[src/design/sbpl_pkg.sv]
// Shared types and constants of the serial boot packet loader.
package sbpl_pkg;

  localparam int MEM_BYTES = 4096;
  localparam int MEM_AW    = $clog2(MEM_BYTES);
  localparam int MAX_CHUNK = 8;
  localparam int BUF_LEN   = (MAX_CHUNK > 8) ? MAX_CHUNK + 1 : 9;
  localparam int BUF_AW    = $clog2(BUF_LEN);

  localparam logic [7:0] CMD_PING     = 8'h20;
  localparam logic [7:0] CMD_DOWNLOAD = 8'h21;
  localparam logic [7:0] CMD_RUN      = 8'h22;
  localparam logic [7:0] CMD_STATUS   = 8'h23;
  localparam logic [7:0] CMD_SEND     = 8'h24;
  localparam logic [7:0] CMD_RESET    = 8'h25;

  localparam logic OP_RX   = 1'b0;
  localparam logic OP_READ = 1'b1;

  localparam logic KIND_PACKET = 1'b0;
  localparam logic KIND_READ   = 1'b1;

  typedef enum logic [1:0] {
    STAT_OK      = 2'd0,
    STAT_UNKNOWN = 2'd1,
    STAT_INVALID = 2'd2,
    STAT_ADDR    = 2'd3
  } status_t;

  typedef enum logic [1:0] {
    PH_SIZE = 2'd0,
    PH_SUM  = 2'd1,
    PH_DATA = 2'd2,
    PH_TERM = 2'd3
  } phase_t;

  typedef enum logic [2:0] {
    S_IDLE,
    S_READ,
    S_WRITE,
    S_CLEAR,
    S_RESULT
  } eng_state_t;

  typedef logic [BUF_LEN-1:0][7:0] pbuf_t;

  // Packet view from the parser; done marks a terminator beat.
  typedef struct packed {
    logic       done;
    logic       bad;
    logic [7:0] size;
    pbuf_t      buffer;
  } pkt_t;

  typedef struct packed {
    logic       valid;
    logic       kind;
    logic [7:0] command;
    status_t    status;
    logic [7:0] read_data;
  } res_t;

endpackage

[src/design/sbpl_parser.sv]
// Packet framing: size, checksum, payload buffer and terminator tracking.
module sbpl_parser (
  input  logic          clk,
  input  logic          rst,
  input  logic          byte_fire,
  input  logic [7:0]    rx_byte,
  output sbpl_pkg::pkt_t pkt
);
  import sbpl_pkg::*;

  phase_t     phase;
  logic [7:0] size;
  logic [7:0] exp_sum;
  logic [7:0] run_sum;
  logic [7:0] count;
  pbuf_t      buffer;
  logic [7:0] plen;
  logic [8:0] count_inc;

  assign plen      = (size >= 8'd2) ? size - 8'd2 : 8'd0;
  assign count_inc = {1'b0, count} + 9'd1;

  always_ff @(posedge clk) begin
    if (rst) begin
      phase   <= PH_SIZE;
      size    <= '0;
      exp_sum <= '0;
      run_sum <= '0;
      count   <= '0;
      buffer  <= '0;
    end else if (byte_fire) begin
      unique case (phase)
        PH_SIZE: begin
          size    <= rx_byte;
          run_sum <= '0;
          count   <= '0;
          buffer  <= '0;
          phase   <= PH_SUM;
        end
        PH_SUM: begin
          exp_sum <= rx_byte;
          phase   <= (plen != 8'd0) ? PH_DATA : PH_TERM;
        end
        PH_DATA: begin
          if (count < 8'(BUF_LEN)) begin
            buffer[count[BUF_AW-1:0]] <= rx_byte;
          end
          run_sum <= run_sum + rx_byte;
          count   <= count_inc[7:0];
          if (count_inc >= {1'b0, plen}) begin
            phase <= PH_TERM;
          end
        end
        PH_TERM: begin
          phase <= PH_SIZE;
        end
        default: phase <= PH_SIZE;
      endcase
    end
  end

  assign pkt.done   = (phase == PH_TERM);
  assign pkt.bad    = (rx_byte != 8'd0) || (exp_sum != run_sum);
  assign pkt.size   = size;
  assign pkt.buffer = buffer;

endmodule

[config.mk]
export PLATFORM = sky130hd
export DESIGN_NAME = sbpl_parser
export DESIGN_NICKNAME = d
export VERILOG_FILES = /design/src/design/sbpl_pkg.sv /design/src/design/sbpl_parser.sv
export SDC_FILE = /design/constraint.sdc
export NUM_CORES = 1
export LEC_CHECK = 0
export BUFFER_PORTS_ARGS = -buffer_cell sky130_fd_sc_hd__buf_2
export CORE_MARGIN = 2
export CORE_UTILIZATION = 50
export CTS_CLUSTER_SIZE = 24
export DETAILED_ROUTE_END_ITERATION = 7
export PLACE_DENSITY = 0.77
export SLEW_MARGIN = 20
export SYNTH_ARGS = -nofsm -noshare
export SYNTH_HDL_FRONTEND = slang
export SYNTH_SLANG_ARGS = --single-unit
[constraint.sdc]
create_clock -name clk -period 6.7 [get_ports clk]
set_clock_uncertainty 0.05 [all_clocks]
set_input_delay 1.005 -clock clk [delete_from_list [all_inputs] [get_ports clk]]
set_output_delay 1.005 -clock clk [all_outputs]
set_load 0.02 [all_outputs]
==> flow_summary.json <==
{
  "outcome": "finished, final reports clean",
  "worstPathArrival_ns": 2.26,
  "drt_first_pass_iters": 5,
  "power.share.combinational_pct": 13.5,
  "floorplan.die_area_sq_mm": 0.01031,
  "synth-main-ff-cell": "dfxtp_1",
  "grt_pass1_wl_um": 19480,
  "synth_edf_count": 0,
  "total_leakage_power_uw": 0.002317,
  "post_layout_net_count": 655,
  "worstPathRequired_ns": 5.64,
  "numPortBuffers": 92,
  "floorplan.initialDensity_pct": 51.46,
  "power.share.switching_pct": 28.95,
  "core_area_sq_mm": 0.009240,
  "synthesis.area_sq_mm": 0.004755,
  "cpPeakStageDelay_ns": 0.51,
  "drc": 0,
  "cts.repair_timing.setup_buffer_count": 0,
  "slew-limit-headroom_pct": 31.53,
  "synth.yosys.warnings": 0,
  "tritoncts_clock_tree": "done",
  "ir_drop_mv": 0.1275,
  "tightest_slew_ns": 1.027,
  "power_density_mw_per_mm2": 226.0,
  "worstHoldStart": "exp_sum[0]",
  "hp-class": "reg -> reg",
  "r2r_slack_ns": 3.76,
  "internal-power_uw": 874.2,
  "power_frac_seq_pct": 53.0,
  "mappedNetlistNets": 587,
  "gr-usage-all-layers_pct": 23.68,
  "seqCellArea_sq_mm": 0.002122,
  "drt_iter0_markers": 274,
  "postCtsResizedCells": 0,
  "post_cts_clock_slew_at_the_launch_and_capture_registers_of_the_worst_setup_and_hold_paths_ns": 0.10,
  "gpl.final_weighted_congestion": 0.8400,
  "postRouteAntennaNets": 0,
  "multi_input_comb_area_sq_mm": 0.002440,
  "cts_htree_levels": 3,
  "cpLargestDelayFamily": "simple AND/OR/NAND/NOR gates",
  "numCtsBuffers": 9,
  "layout.core_utilization_pct": 58.92,
  "critPathLaunchType": "input port",
  "area_growth_pct": 14.50,
  "grt_antenna_before_repair": 0,
  "critical_path.max_fanout": 5,
  "post_drt_wl_per_cell_um": 16.24,
  "slowest_stage_cell_on_the_critical_path": "or4_1",
  "detail_route.vias_per_cell": 5.733,
  "crit_path_cell_trace": "buf_2 > nor4_1 > nand4_1 > or4_1 > buf_2",
  "clock_power_share_pct": 33.6,
  "ys_types": 45,
  "synth_seq_area_share_pct": 44.63,
  "crit_reg_reg_endpoint": "phase[0]",
  "dr_wl_met3_um": 626,
  "row_count": 35,
  "syn-instance-count": 550,
  "max_cap_viol_count": 0,
  "critical_path.most_common_cell": "buf_2",
  "routed_wirelength_um": 12210,
  "path_class": "in -> out",
  "maxSlewViolCount": 0,
  "drt-met1-wl_um": 5572,
  "timing.rr.start": "size[7]",
  "syn_area_per_cell_sq_um": 8.645,
  "fillCellCount": 844,
  "rsz0062_at_grt": "no",
  "setup_tns_ns": 0,
  "worstSkewPairLatency_ns": 0.36,
  "grt_start_max_net_pins": 104,
  "cts_root_buffer": "clkbuf_8",
  "crit_path_end_kind": "output pin",
  "critical_path_buf_inv_count": 2,
  "hold_depth": 2,
  "first_global_vias": 3945,
  "dp.final_hpwl_um": 8640,
  "finalSetupViolations": 0,
  "hold_viol_final": 0,
  "fmaxAchievable_mhz": 301.6,
  "holdBufCountCts": 0,
  "die_w_um": 101.5,
  "wl_met2_um": 5890,
  "grt.overflow.total": 0,
  "num_io_pins": 93,
  "final.period_utilization_pct": 49.48,
  "clkSinkCount": 106,
  "worst_case_hold_path_end_point": "exp_sum[0]",
  "n_antenna_cell": 0,
  "die_outline_height_um": 101.5,
  "finalCriticalPeriod_ns": 3.315,
  "worst_r2r_path_depth": 10,
  "total_switching_power_uw": 356.2,
  "vias": 4311,
  "clk_path_buf_depth": 2,
  "ys_seq_elements": 106,
  "top_layer": "met4",
  "drive_above_1_share_pct": 18.46,
  "ys_async_sr_fraction_pct": 0
}
-- worst max-delay path by stage --
stage,endpoint,startpoint,cells past startpoint
6_report,pkt[80],rx_byte[7],5
3_3_place_gp,pkt[80],rx_byte[1],5
4_1_cts,pkt[80],rx_byte[7],5
5_1_grt,pkt[80],rx_byte[7],5
2_1_floorplan,pkt[80],rx_byte[0],3
3_5_place_dp,pkt[80],rx_byte[7],5
-- flip-flops by register name (all words and copies together), names as in the netlist --
name / flops
pkt: 72
exp_sum: 8
count: 8
size: 8
run_sum: 8
phase: 2
-- worst register-to-register path, delay by kind of cell (launching register included) --
family / cells / cell delay [ns]
simple gates: 4 / 1.01
fa+ha+maj: 1 / 0.26
compound gates: 5 / 1.11
flops: 1 / 0.41
-- power by group through the flow --
| stage | clock, uW | combinational [uW] | sequential, uW |
|---|---|---|---|
| 6_report | 413 | 166 | 652 |
| 3_3_place_gp | 0 | 157 | 665 |
| 5_1_grt | 446 | 185 | 654 |
| 4_1_cts | 418 | 164 | 652 |
| 2_1_floorplan | 0 | 119 | 669 |
| 3_5_place_dp | 0 | 164 | 666 |
-- cells in the final DEF (no fill, tap or decap), types with 2 or more instances in the layout --
cell type,synthesis,layout
and2_1,18,18
clkinv_4,0,2
clkbuf_8,0,9
nor3_1,4,4
dfxtp_1,106,106
ha_1,25,25
a31oi_1,2,2
o21ai_1,6,6
a22oi_1,80,80
nand3_1,19,19
nand4_1,2,2
nor2b_1,2,2
nand2_1,41,41
buf_2,13,92
o22ai_1,2,2
or4_1,2,2
a21o_1,6,6
o21ai_2,4,4
xnor2_1,12,12
a21oi_1,32,32
or3_1,4,4
xor2_1,9,9
nor2_1,97,97
nor4_1,5,5
o31ai_1,3,3
o21ai_0,3,3
nand2b_1,3,3
inv_1,10,10
-- metrics by stage --
stage	hold WS, ns	std cells	total power [uW]	area [sq um]	setup WS (ns)
after floorplan	0.3978	550	787.3	4755	3.706
after global placement	0.4110	736	822.6	5233	3.458
after detailed placement	0.4165	736	829.7	5233	3.383
after CTS	0.4309	752	1234	5444	3.374
after global routing	0.4550	752	1285	5444	3.268
final	0.4300	752	1230	5444	3.385
-- cells by family (layout without fill, tap and decap cells) --
group,Yosys count,in the layout,share of synthesized area (%)
AOI/OAI and AO/OA,148,148,21.55
xor gates and xnor gates,21,21,3.868
adders and majority gates,26,26,7.000
buffers and inverters,47,120,4.053
DFF,106,106,44.63
and+or+nand+nor,202,202,18.89
-- final cells by class --
| cell class | count | share of cell area [%] |
|---|---|---|
| sequential | 106 | 38.98 |
| clock buffer | 10 | 2.344 |
| clock inverter | 6 | 1.540 |
| tap | 129 | 2.965 |
| multi-input combinational | 397 | 44.82 |
| timing repair buffer | 93 | 8.596 |
| inverter | 11 | 0.7584 |
-- Yosys cell counts (2+ instances only) --
cell type,instances,area share [%]
a22oi_1,80,13
inv_1,10,0.79
dfxtp_1,106,45
a21oi_1,32,3.4
nand2_1,41,3.2
o21ai_0,3,0.32
buf_2,13,1.4
and2_1,18,2.4
buf_1,6,0.47
a21o_1,6,0.95
xnor2_1,12,2.2
nand4_1,2,0.26
xor2_1,9,1.7
nor2b_1,2,0.26
clkbuf_1,17,1.3
nor2_1,97,7.7
nor4_1,5,0.66
or4_1,2,0.32
nand3_1,19,2.0
nor3_1,4,0.42
a31oi_1,2,0.26
o22ai_1,2,0.26
o21ai_1,6,0.63
or3_1,4,0.53
ha_1,25,6.6
o31ai_1,3,0.47
nand2b_1,3,0.39
o21ai_2,4,0.74
-- per-layer routing --
layer	track usage [%]	vias to the layer above
met4	6.965	0
met5	0	-
met3	3.175	13
li1	-	2083
met1	33.15	2086
met2	38.21	129
No activity file was read; power rests on OpenSTA's default activity.
